`config.mk`:
```
export PLATFORM = sky130hd
export DESIGN_NAME = detection_dedup_table_core_flat
export DESIGN_NICKNAME = d
export VERILOG_FILES = /design/src/rtl/ddt_pkg.sv /design/src/rtl/ddt_if.sv /design/src/rtl/detection_dedup_table_core.sv /design/src/flat_wrapper.sv
export SDC_FILE = /design/constraint.sdc
export NUM_CORES = 2
export LEC_CHECK = 0
export BUFFER_PORTS_ARGS = -buffer_cell sky130_fd_sc_hd__buf_2
export CORE_MARGIN = 4
export CORE_UTILIZATION = 45
export DETAILED_ROUTE_END_ITERATION = 8
export GPL_TIMING_DRIVEN = 0
export HOLD_SLACK_MARGIN = 0.08
export PLACE_DENSITY_LB_ADDON = 0.2
export SETUP_SLACK_MARGIN = 0.05
export SYNTH_ARGS = -nofsm -noshare
export SYNTH_HDL_FRONTEND = slang
export SYNTH_SLANG_ARGS = --single-unit
export TNS_END_PERCENT = 20
```
`constraint.sdc`:
```
create_clock -name clk -period 13.6 [get_ports clk]
set_input_delay 2.04 -clock clk [delete_from_list [all_inputs] [get_ports clk]]
set_output_delay 2.04 -clock clk [all_outputs]
set_load 0.1 [all_outputs]
```
`src/rtl/ddt_pkg.sv`:
```
package ddt_pkg;

  localparam int TABLE_DEPTH = 16;
  localparam int BLOCK_DEPTH = 16;

  localparam int POS_W = 16;
  localparam int PIX_W = 12;
  localparam int LIM_W = 15;
  localparam int TRK_W = 5;
  localparam int STATUS_W = 3;
  localparam int IDX_OUT_W = 4;
  localparam int CNT_OUT_W = 5;

  localparam int CFG_IDX_W = 4;
  localparam int CFG_DATA_W = 16;

  // configuration register indexes
  localparam logic [CFG_IDX_W-1:0] CFG_MATCH_RADIUS  = 4'd0;
  localparam logic [CFG_IDX_W-1:0] CFG_X_LIMIT       = 4'd1;
  localparam logic [CFG_IDX_W-1:0] CFG_Y_LIMIT       = 4'd2;
  localparam logic [CFG_IDX_W-1:0] CFG_TRACKED_ENTRY = 4'd3;

  localparam logic [LIM_W-1:0] RST_MATCH_RADIUS  = 15'd1843;
  localparam logic [LIM_W-1:0] RST_X_LIMIT       = 15'd22528;
  localparam logic [LIM_W-1:0] RST_Y_LIMIT       = 15'd10240;
  localparam logic [TRK_W-1:0] RST_TRACKED_ENTRY = 5'd16;

  typedef enum logic [STATUS_W-1:0] {
    ST_BOUNDS  = 3'd0,
    ST_BLACK   = 3'd1,
    ST_MATCH   = 3'd2,
    ST_ADDED   = 3'd3,
    ST_FULL    = 3'd4,
    ST_BSTORED = 3'd5,
    ST_BFULL   = 3'd6
  } status_t;

endpackage

```
`src/rtl/ddt_if.sv`:
```
interface ddt_in_if;
  logic                                 valid;
  logic                                 ready;
  logic                                 func;
  logic signed [ddt_pkg::POS_W-1:0]     pos_x;
  logic signed [ddt_pkg::POS_W-1:0]     pos_y;
  logic        [ddt_pkg::PIX_W-1:0]     pix_x;
  logic        [ddt_pkg::PIX_W-1:0]     pix_y;

  modport source (output valid, func, pos_x, pos_y, pix_x, pix_y, input ready);
  modport sink (input valid, func, pos_x, pos_y, pix_x, pix_y, output ready);
endinterface

interface ddt_out_if;
  logic                                 valid;
  logic                                 ready;
  logic [ddt_pkg::STATUS_W-1:0]         status;
  logic [ddt_pkg::IDX_OUT_W-1:0]        entry_index;
  logic                                 tracked_hit;
  logic [ddt_pkg::CNT_OUT_W-1:0]        entry_count;

  modport source (output valid, status, entry_index, tracked_hit, entry_count, input ready);
  modport sink (input valid, status, entry_index, tracked_hit, entry_count, output ready);
endinterface

interface ddt_cfg_if;
  logic                                 valid;
  logic                                 ready;
  logic [ddt_pkg::CFG_IDX_W-1:0]        index;
  logic [ddt_pkg::CFG_DATA_W-1:0]       data;

  modport source (output valid, index, data, input ready);
  modport sink (input valid, index, data, output ready);
endinterface

```
`src/rtl/detection_dedup_table_core.sv`:
```
// channel  | modport | word                                   | accepted when
// det      | sink    | func, pos_x, pos_y, pix_x, pix_y       | det.valid && det.ready
// res      | source  | status, entry_index, tracked_hit,      | res.valid && res.ready
//          |         | entry_count                            |
// cfg      | sink    | index, data (always ready)             | cfg.valid && cfg.ready
//
// one item at a time; det.ready is high only while the sequencer is idle
// loads and out-of-bounds detections pass S_CHECK and then S_DONE, which raises res.valid
// a detection that reaches the walks passes S_CHECK, S_BWALK, then S_OWALK unless the
// blacklist matched, then S_DONE; each walk takes one entry a cycle through the
// single read port and the shared distance pipe; S_DONE returns to S_IDLE as it raises res.valid
// rst clears both counts and resets the registers; the entry memories need no clearing
// a result waiting on res.ready does not block the next det word

module detection_dedup_table_core #(
  parameter int TABLE_DEPTH = ddt_pkg::TABLE_DEPTH,
  parameter int BLOCK_DEPTH = ddt_pkg::BLOCK_DEPTH
) (
  input  logic             clk,
  input  logic             rst,
  ddt_in_if.sink           det,
  ddt_out_if.source        res,
  ddt_cfg_if.sink          cfg
);

  localparam int TW   = (TABLE_DEPTH > 1) ? $clog2(TABLE_DEPTH) : 1;
  localparam int BW   = (BLOCK_DEPTH > 1) ? $clog2(BLOCK_DEPTH) : 1;
  localparam int IW   = (TW > BW) ? TW : BW;
  localparam int MAXD = (TABLE_DEPTH > BLOCK_DEPTH) ? TABLE_DEPTH : BLOCK_DEPTH;
  localparam int NW   = $clog2(MAXD + 1);
  localparam int TCW  = $clog2(TABLE_DEPTH + 1);
  localparam int BCW  = $clog2(BLOCK_DEPTH + 1);
  localparam int PW   = ddt_pkg::POS_W;
  localparam int XW   = ddt_pkg::PIX_W;
  localparam int LW   = ddt_pkg::LIM_W;

  typedef enum logic [2:0] {
    S_IDLE,
    S_CHECK,
    S_BWALK,
    S_OWALK,
    S_DONE
  } state_t;

  state_t state;

  // registers
  logic [LW-1:0]                   match_radius;
  logic [LW-1:0]                   x_limit;
  logic [LW-1:0]                   y_limit;
  logic [ddt_pkg::TRK_W-1:0]       tracked_entry;

  logic [TCW-1:0]                  obj_count;
  logic [BCW-1:0]                  block_count;

  // latched item
  logic                            item_func;
  logic signed [PW-1:0]            item_x;
  logic signed [PW-1:0]            item_y;
  logic [XW-1:0]                   item_pix_x;
  logic [XW-1:0]                   item_pix_y;

  // entry memories
  logic [2*PW-1:0]                 obj_pos [TABLE_DEPTH];
  logic [2*XW-1:0]                 obj_pix [TABLE_DEPTH];
  logic [2*PW-1:0]                 blk_pos [BLOCK_DEPTH];
  logic [2*PW-1:0]                 obj_rd;
  logic [2*PW-1:0]                 blk_rd;

  // walk sequencer and distance pipe
  logic [NW-1:0]                   iss;
  logic [NW-1:0]                   limit;
  logic                            rd_en;
  logic                            v1, v2, v3;
  logic [IW-1:0]                   i1, i2, i3;
  logic                            found;
  logic [IW-1:0]                   fidx;
  logic                            walk_end;
  logic [2*LW-1:0]                 r2;
  logic [PW-1:0]                   ad_x, ad_y;
  logic [2*PW-1:0]                 sq_x, sq_y;
  logic                            near;

  logic signed [PW-1:0]            rd_x, rd_y;
  logic signed [PW:0]              dx, dy;
  logic [PW-1:0]                   abs_x, abs_y;
  logic                            out_bounds;

  // pending result
  ddt_pkg::status_t                res_status;
  logic [ddt_pkg::IDX_OUT_W-1:0]   res_idx;
  logic                            res_hit;

  logic                            blk_we;
  logic                            obj_done;
  logic                            obj_space;
  logic                            obj_we;
  logic                            pix_we;
  logic [TW-1:0]                   pix_waddr;

  assign det.ready = (state == S_IDLE);
  assign cfg.ready = 1'b1;

  assign abs_x = item_x[PW-1] ? PW'(-item_x) : PW'(item_x);
  assign abs_y = item_y[PW-1] ? PW'(-item_y) : PW'(item_y);
  assign out_bounds = (abs_x >= {1'b0, x_limit}) || (abs_y >= {1'b0, y_limit});

  assign limit = (state == S_OWALK) ? NW'(obj_count) : NW'(block_count);
  assign rd_en = ((state == S_BWALK) || (state == S_OWALK)) && !found && (iss < limit);
  assign walk_end = found || ((iss == limit) && !v1 && !v2 && !v3);

  assign obj_space = (obj_count < TCW'(TABLE_DEPTH));
  assign blk_we    = (state == S_CHECK) && item_func && (block_count < BCW'(BLOCK_DEPTH));
  assign obj_done  = (state == S_OWALK) && walk_end;
  assign obj_we    = obj_done && !found && obj_space;
  assign pix_we    = obj_done && (found || obj_space);
  assign pix_waddr = found ? fidx[TW-1:0] : obj_count[TW-1:0];

  // shared distance pipe: read, difference, square, compare
  assign rd_x = (state == S_OWALK) ? obj_rd[2*PW-1:PW] : blk_rd[2*PW-1:PW];
  assign rd_y = (state == S_OWALK) ? obj_rd[PW-1:0]    : blk_rd[PW-1:0];
  assign dx   = {item_x[PW-1], item_x} - {rd_x[PW-1], rd_x};
  assign dy   = {item_y[PW-1], item_y} - {rd_y[PW-1], rd_y};
  assign near = (({1'b0, sq_x} + {1'b0, sq_y}) < {3'b000, r2});

  always_ff @(posedge clk) begin
    if (rd_en) begin
      obj_rd <= obj_pos[iss[TW-1:0]];
      blk_rd <= blk_pos[iss[BW-1:0]];
    end
    if (obj_we) begin
      obj_pos[obj_count[TW-1:0]] <= {item_x, item_y};
    end
    if (pix_we) begin
      obj_pix[pix_waddr] <= {item_pix_x, item_pix_y};
    end
    if (blk_we) begin
      blk_pos[block_count[BW-1:0]] <= {item_x, item_y};
    end
  end

  always_ff @(posedge clk) begin
    ad_x <= dx[PW] ? PW'(-dx) : dx[PW-1:0];
    ad_y <= dy[PW] ? PW'(-dy) : dy[PW-1:0];
    sq_x <= (2*PW)'(ad_x) * (2*PW)'(ad_x);
    sq_y <= (2*PW)'(ad_y) * (2*PW)'(ad_y);
    i2   <= i1;
    i3   <= i2;
  end

  always_ff @(posedge clk) begin
    if (rst) begin
      state         <= S_IDLE;
      match_radius  <= ddt_pkg::RST_MATCH_RADIUS;
      x_limit       <= ddt_pkg::RST_X_LIMIT;
      y_limit       <= ddt_pkg::RST_Y_LIMIT;
      tracked_entry <= ddt_pkg::RST_TRACKED_ENTRY;
      obj_count     <= '0;
      block_count   <= '0;
      iss           <= '0;
      v1            <= 1'b0;
      v2            <= 1'b0;
      v3            <= 1'b0;
      found         <= 1'b0;
      res.valid     <= 1'b0;
    end else begin
      if (cfg.valid) begin
        case (cfg.index)
          ddt_pkg::CFG_MATCH_RADIUS:  match_radius  <= cfg.data[LW-1:0];
          ddt_pkg::CFG_X_LIMIT:       x_limit       <= cfg.data[LW-1:0];
          ddt_pkg::CFG_Y_LIMIT:       y_limit       <= cfg.data[LW-1:0];
          ddt_pkg::CFG_TRACKED_ENTRY: tracked_entry <= cfg.data[ddt_pkg::TRK_W-1:0];
          default: ;
        endcase
      end

      if (res.valid && res.ready && (state != S_DONE)) begin
        res.valid <= 1'b0;
      end

      v1 <= 1'b0;
      v2 <= v1;
      v3 <= v2;
      if (rd_en) begin
        v1  <= 1'b1;
        i1  <= IW'(iss);
        iss <= iss + 1'b1;
      end
      // only the lowest matching index counts
      if (v3 && near && !found) begin
        found <= 1'b1;
        fidx  <= i3;
      end

      case (state)
        S_IDLE: begin
          if (det.valid) begin
            item_func  <= det.func;
            item_x     <= det.pos_x;
            item_y     <= det.pos_y;
            item_pix_x <= det.pix_x;
            item_pix_y <= det.pix_y;
            state      <= S_CHECK;
          end
        end
        S_CHECK: begin
          r2      <= (2*LW)'(match_radius) * (2*LW)'(match_radius);
          iss     <= '0;
          found   <= 1'b0;
          res_hit <= 1'b0;
          res_idx <= '0;
          if (item_func) begin
            if (blk_we) begin
              res_status  <= ddt_pkg::ST_BSTORED;
              res_idx     <= ddt_pkg::IDX_OUT_W'(block_count);
              block_count <= block_count + 1'b1;
            end else begin
              res_status <= ddt_pkg::ST_BFULL;
            end
            state <= S_DONE;
          end else if (out_bounds) begin
            res_status <= ddt_pkg::ST_BOUNDS;
            state      <= S_DONE;
          end else begin
            state <= S_BWALK;
          end
        end
        S_BWALK: begin
          if (walk_end) begin
            if (found) begin
              res_status <= ddt_pkg::ST_BLACK;
              state      <= S_DONE;
            end else begin
              iss   <= '0;
              found <= 1'b0;
              v1    <= 1'b0;
              v2    <= 1'b0;
              v3    <= 1'b0;
              state <= S_OWALK;
            end
          end
        end
        S_OWALK: begin
          if (walk_end) begin
            if (found) begin
              res_status <= ddt_pkg::ST_MATCH;
              res_idx    <= ddt_pkg::IDX_OUT_W'(fidx);
              res_hit    <= (32'(fidx) == 32'(tracked_entry));
            end else if (obj_space) begin
              res_status <= ddt_pkg::ST_ADDED;
              res_idx    <= ddt_pkg::IDX_OUT_W'(obj_count);
              obj_count  <= obj_count + 1'b1;
            end else begin
              res_status <= ddt_pkg::ST_FULL;
            end
            state <= S_DONE;
          end
        end
        S_DONE: begin
          if (!res.valid || res.ready) begin
            res.valid       <= 1'b1;
            res.status      <= res_status;
            res.entry_index <= res_idx;
            res.tracked_hit <= res_hit;
            res.entry_count <= ddt_pkg::CNT_OUT_W'(obj_count);
            state           <= S_IDLE;
          end
        end
        default: state <= S_IDLE;
      endcase
    end
  end

endmodule

```
`src/flat_wrapper.sv`:
```
// flat-port wrapper written by rule: the top's interface ports become plain ports
module detection_dedup_table_core_flat 
#(
  parameter int TABLE_DEPTH = ddt_pkg::TABLE_DEPTH,
  parameter int BLOCK_DEPTH = ddt_pkg::BLOCK_DEPTH
)
  (clk, rst, det_valid, det_func, det_pos_x, det_pos_y, det_pix_x, det_pix_y, det_ready, res_valid, res_status, res_entry_index, res_tracked_hit, res_entry_count, res_ready, cfg_valid, cfg_index, cfg_data, cfg_ready);
  ddt_in_if det_i ();
  ddt_out_if res_i ();
  ddt_cfg_if cfg_i ();
  input  logic clk;
  input  logic rst;
  input wire logic [$bits(det_i.valid)-1:0] det_valid;
  input wire logic [$bits(det_i.func)-1:0] det_func;
  input wire logic [$bits(det_i.pos_x)-1:0] det_pos_x;
  input wire logic [$bits(det_i.pos_y)-1:0] det_pos_y;
  input wire logic [$bits(det_i.pix_x)-1:0] det_pix_x;
  input wire logic [$bits(det_i.pix_y)-1:0] det_pix_y;
  output wire logic [$bits(det_i.ready)-1:0] det_ready;
  output wire logic [$bits(res_i.valid)-1:0] res_valid;
  output wire logic [$bits(res_i.status)-1:0] res_status;
  output wire logic [$bits(res_i.entry_index)-1:0] res_entry_index;
  output wire logic [$bits(res_i.tracked_hit)-1:0] res_tracked_hit;
  output wire logic [$bits(res_i.entry_count)-1:0] res_entry_count;
  input wire logic [$bits(res_i.ready)-1:0] res_ready;
  input wire logic [$bits(cfg_i.valid)-1:0] cfg_valid;
  input wire logic [$bits(cfg_i.index)-1:0] cfg_index;
  input wire logic [$bits(cfg_i.data)-1:0] cfg_data;
  output wire logic [$bits(cfg_i.ready)-1:0] cfg_ready;
  assign det_i.valid = det_valid;
  assign det_i.func = det_func;
  assign det_i.pos_x = det_pos_x;
  assign det_i.pos_y = det_pos_y;
  assign det_i.pix_x = det_pix_x;
  assign det_i.pix_y = det_pix_y;
  assign det_ready = det_i.ready;
  assign res_valid = res_i.valid;
  assign res_status = res_i.status;
  assign res_entry_index = res_i.entry_index;
  assign res_tracked_hit = res_i.tracked_hit;
  assign res_entry_count = res_i.entry_count;
  assign res_i.ready = res_ready;
  assign cfg_i.valid = cfg_valid;
  assign cfg_i.index = cfg_index;
  assign cfg_i.data = cfg_data;
  assign cfg_ready = cfg_i.ready;
  detection_dedup_table_core #(.TABLE_DEPTH(TABLE_DEPTH), .BLOCK_DEPTH(BLOCK_DEPTH)) u_core (.clk(clk), .rst(rst), .det(det_i), .res(res_i), .cfg(cfg_i));
endmodule
```
==> qor.txt <==
Outcome - complete, no violations
CTS root buf - clkbuf_16
Fin nets - 6465
Placed cell count - 7515
Hold Fails Final Rpt - 0
CTS tree - yes
Share of cells above drive strength 1 - 13.4%
Flops & latches, synth - 1354
Post_cts resized - 0
CP arrival - 8.37 ns
# setup viols final - 0
RSZ-0062 raised after global routing - no
Inserted Clock Buffers - 141
Distinct cells, synth - 84
CP startpoint kind - flip-flop
Final Wtd Congestion - 0.861
Post-layout instance area - 84000 µm²
Clock sinks - 1354
Worst r2r path cells - 23
Tmin final - 7.78 ns
Placement-stage cell area - 79300 µm²
Async S/R FF share, synth - 0%
Register area share after synthesis - 52.4%
Post-synth EDFFs - 1179
Row count - 148
1st-pass router iterations - 5
Routed via count - 42500
Largest net degree at the start of global routing - 41
Clock-pin slew of the registers on the worst-case setup and hold paths - 0.06 ns
Longest Clk Path Bufs - 3
Critical path fanouts, max - 10
Drc violations - 0
Core area - 163000 µm²
Relative slew slack - 5.08%
Pins Over Slew Limit - 0
Hold_buf cts - 0
Post-Route WL - 188000 µm
ANT nets after route - 0
Required time of the critical path - 14.19 ns
Least-Margin Pin Slew - 1.42 ns
Number of global-route vias before repair - 44300
Initial antenna violation count - 2
Initial Util - 45.5%
Synth Warn # - 0
Die W - 414 µm
Post-CTS setup buffer count - 0
Skew final - 0.0721 ns
Area delta synth->final - 13.1%
Detailed-route wire length per cell - 24.2 µm
Critical Setup Path Class - flip-flop to flip-flop
Hold slack - 0.321 ns
Clock Latency Late Sink - 0.80 ns
Vias per inst - 5.47
Critical path endpoint category - flip-flop
I/O pins - 98
HP Class - flip-flop to flip-flop
Buffers on Ports - 69
DIE HEIGHT - 414 µm
Max Fclk - 129 MHz
DP HPWL - 139000 µm
Total GRT Usage - 22.0%
Global route total overflow - 0
DRT iter0 DRCs - 4149
Final cell count without fillers - 7768
Die footprint - 172000 µm²
Post-Syn Instances - 5175
Post-synth top flop - edfxtp_1
H-Tree Depth - 4
WHS Path Cells - 0
Syn Area/Cell - 14.3 µm²
First-pass GRT wire length - 282000 µm
Final period util - 57.2%
Max-Cap Viols - 0
Post-synthesis cell area - 74200 µm²
Syn Nets - 6149
==> placed cells by master, fill, tap and decap left out, types with 68 or more instances in the layout <==
cell type	instances
nand2_1	314
buf_2	70
xor2_1	68
and2_1	127
edfxtp_1	1179
clkbuf_16	144
fa_1	464
dfxtp_1	175
clkbuf_1	175
a21oi_1	142
xnor2_1	146
inv_1	813
nor2_1	189
ha_1	428
a21o_1	71
mux4_2	320
==> worst max-delay path, cell delays in order, from the launching register on <==
cell and delay, ns:
dfxtp_1 0.49, clkbuf_1 0.50, clkbuf_1 0.54, nand2_1 0.15
fa_1 0.52, fa_1 0.51, inv_1 0.05, fa_1 0.49
fa_1 0.51, fa_1 0.49, inv_1 0.05, fa_1 0.51
inv_1 0.05, ha_1 0.34, nand3_1 0.18, a21oi_1 0.28
o21ai_0 0.17, a221oi_1 0.58, o221ai_1 0.24, a21boi_1 0.23
o41ai_1 0.13, o21bai_1 0.14, a21oi_1 0.09, xnor2_1 0.34
==> synthesized netlist by cell type, types with 26 or more instances <==
cell      count  share of area (%)
and2_1      127                1.1
buf_1        30               0.15
mux2i_1      63               0.85
a21o_1       71               0.72
dfxtp_1     175                4.7
nor3_1       40               0.27
fa_1        464                 13
nand2_1     314                1.6
edfxtp_1   1179                 48
o21ai_0      67               0.45
a21oi_1     142               0.96
nand3_1      26               0.18
mux4_2      320                9.7
ha_1        428                7.2
xor2_1       68               0.80
clkbuf_1    136               0.69
inv_1       813                4.1
nor2b_1      38               0.32
nor2_1      213                1.1
o21a_1       30               0.30
nand2b_1     34               0.29
xnor2_1     146                1.7
==> area by class of cell <==
cell class	count	area [µm²]
antenna	1	2.50
timing repair buffer	173	2350
clock inverter	55	624
sequential	1354	38900
buffer	167	633
clock buffer	189	3820
fill	13800	79300
inverter	813	3050
multi-input combinational	2841	31900
tap	2175	2720
==> cell families after synthesis <==
logic type      synth area share (%)
flops                           52.4
buf+inv                         4.96
fa+ha+maj                       19.7
simple gates                    5.71
compound gates                  4.05
mux                             10.6
xor+xnor                        2.52
other cells                  0.00505
==> metal layers <==
layer  share of wire [%]  routed length (µm)  track usage [%]  vias to the layer above
li1                    -                   -                -                    18900
met1                  41               78000             30.1                    21900
met2                  49               91300             36.2                     1329
met3                 6.5               12200             3.54                      299
met4                 3.5                6570             7.22                        0
met5                   0                   0                0                        -
==> worst paths after layout <==
check	startpoint	end	slack [ns]
worst min register to register	u_core.i2[3]	u_core.i3[3]	0.32
worst max register to register	u_core.ad_x[4]	u_core.sq_x[31]	5.82
worst max-delay path	u_core.ad_x[4]	u_core.sq_x[31]	5.82
worst min-delay path	u_core.i2[3]	u_core.i3[3]	0.32
==> through the flow <==
step / setup slack, ns / util (%) / setup TNS [ns]
after floorplan: 5.68 / - / 0
after global placement: -1.07 / 47.3 / -3.61
after detailed placement: 5.89 / 48.6 / 0
after CTS: 5.78 / 51.3 / 0
after global routing: 5.46 / 51.4 / 0
final: 5.82 / 51.4 / 0
==> state kept, by name, summed over array words and instances (netlist names), 5 cells and up <==
signal,flops
u_core.ad_x,16
u_core.ad_y,16
u_core.blk_pos,512
u_core.blk_rd,32
u_core.block_count,5
u_core.iss,5
u_core.item_x,16
u_core.item_y,16
u_core.match_radius,15
u_core.obj_count,5
u_core.obj_pos,512
u_core.obj_rd,32
u_core.r2,29
u_core.res.entry_count,5
u_core.sq_x,31
u_core.sq_y,31
u_core.tracked_entry,5
u_core.x_limit,15
u_core.y_limit,15
Power is not shown: default switching activity piles up to over one toggle a cycle in this logic, so the estimate is an artifact.
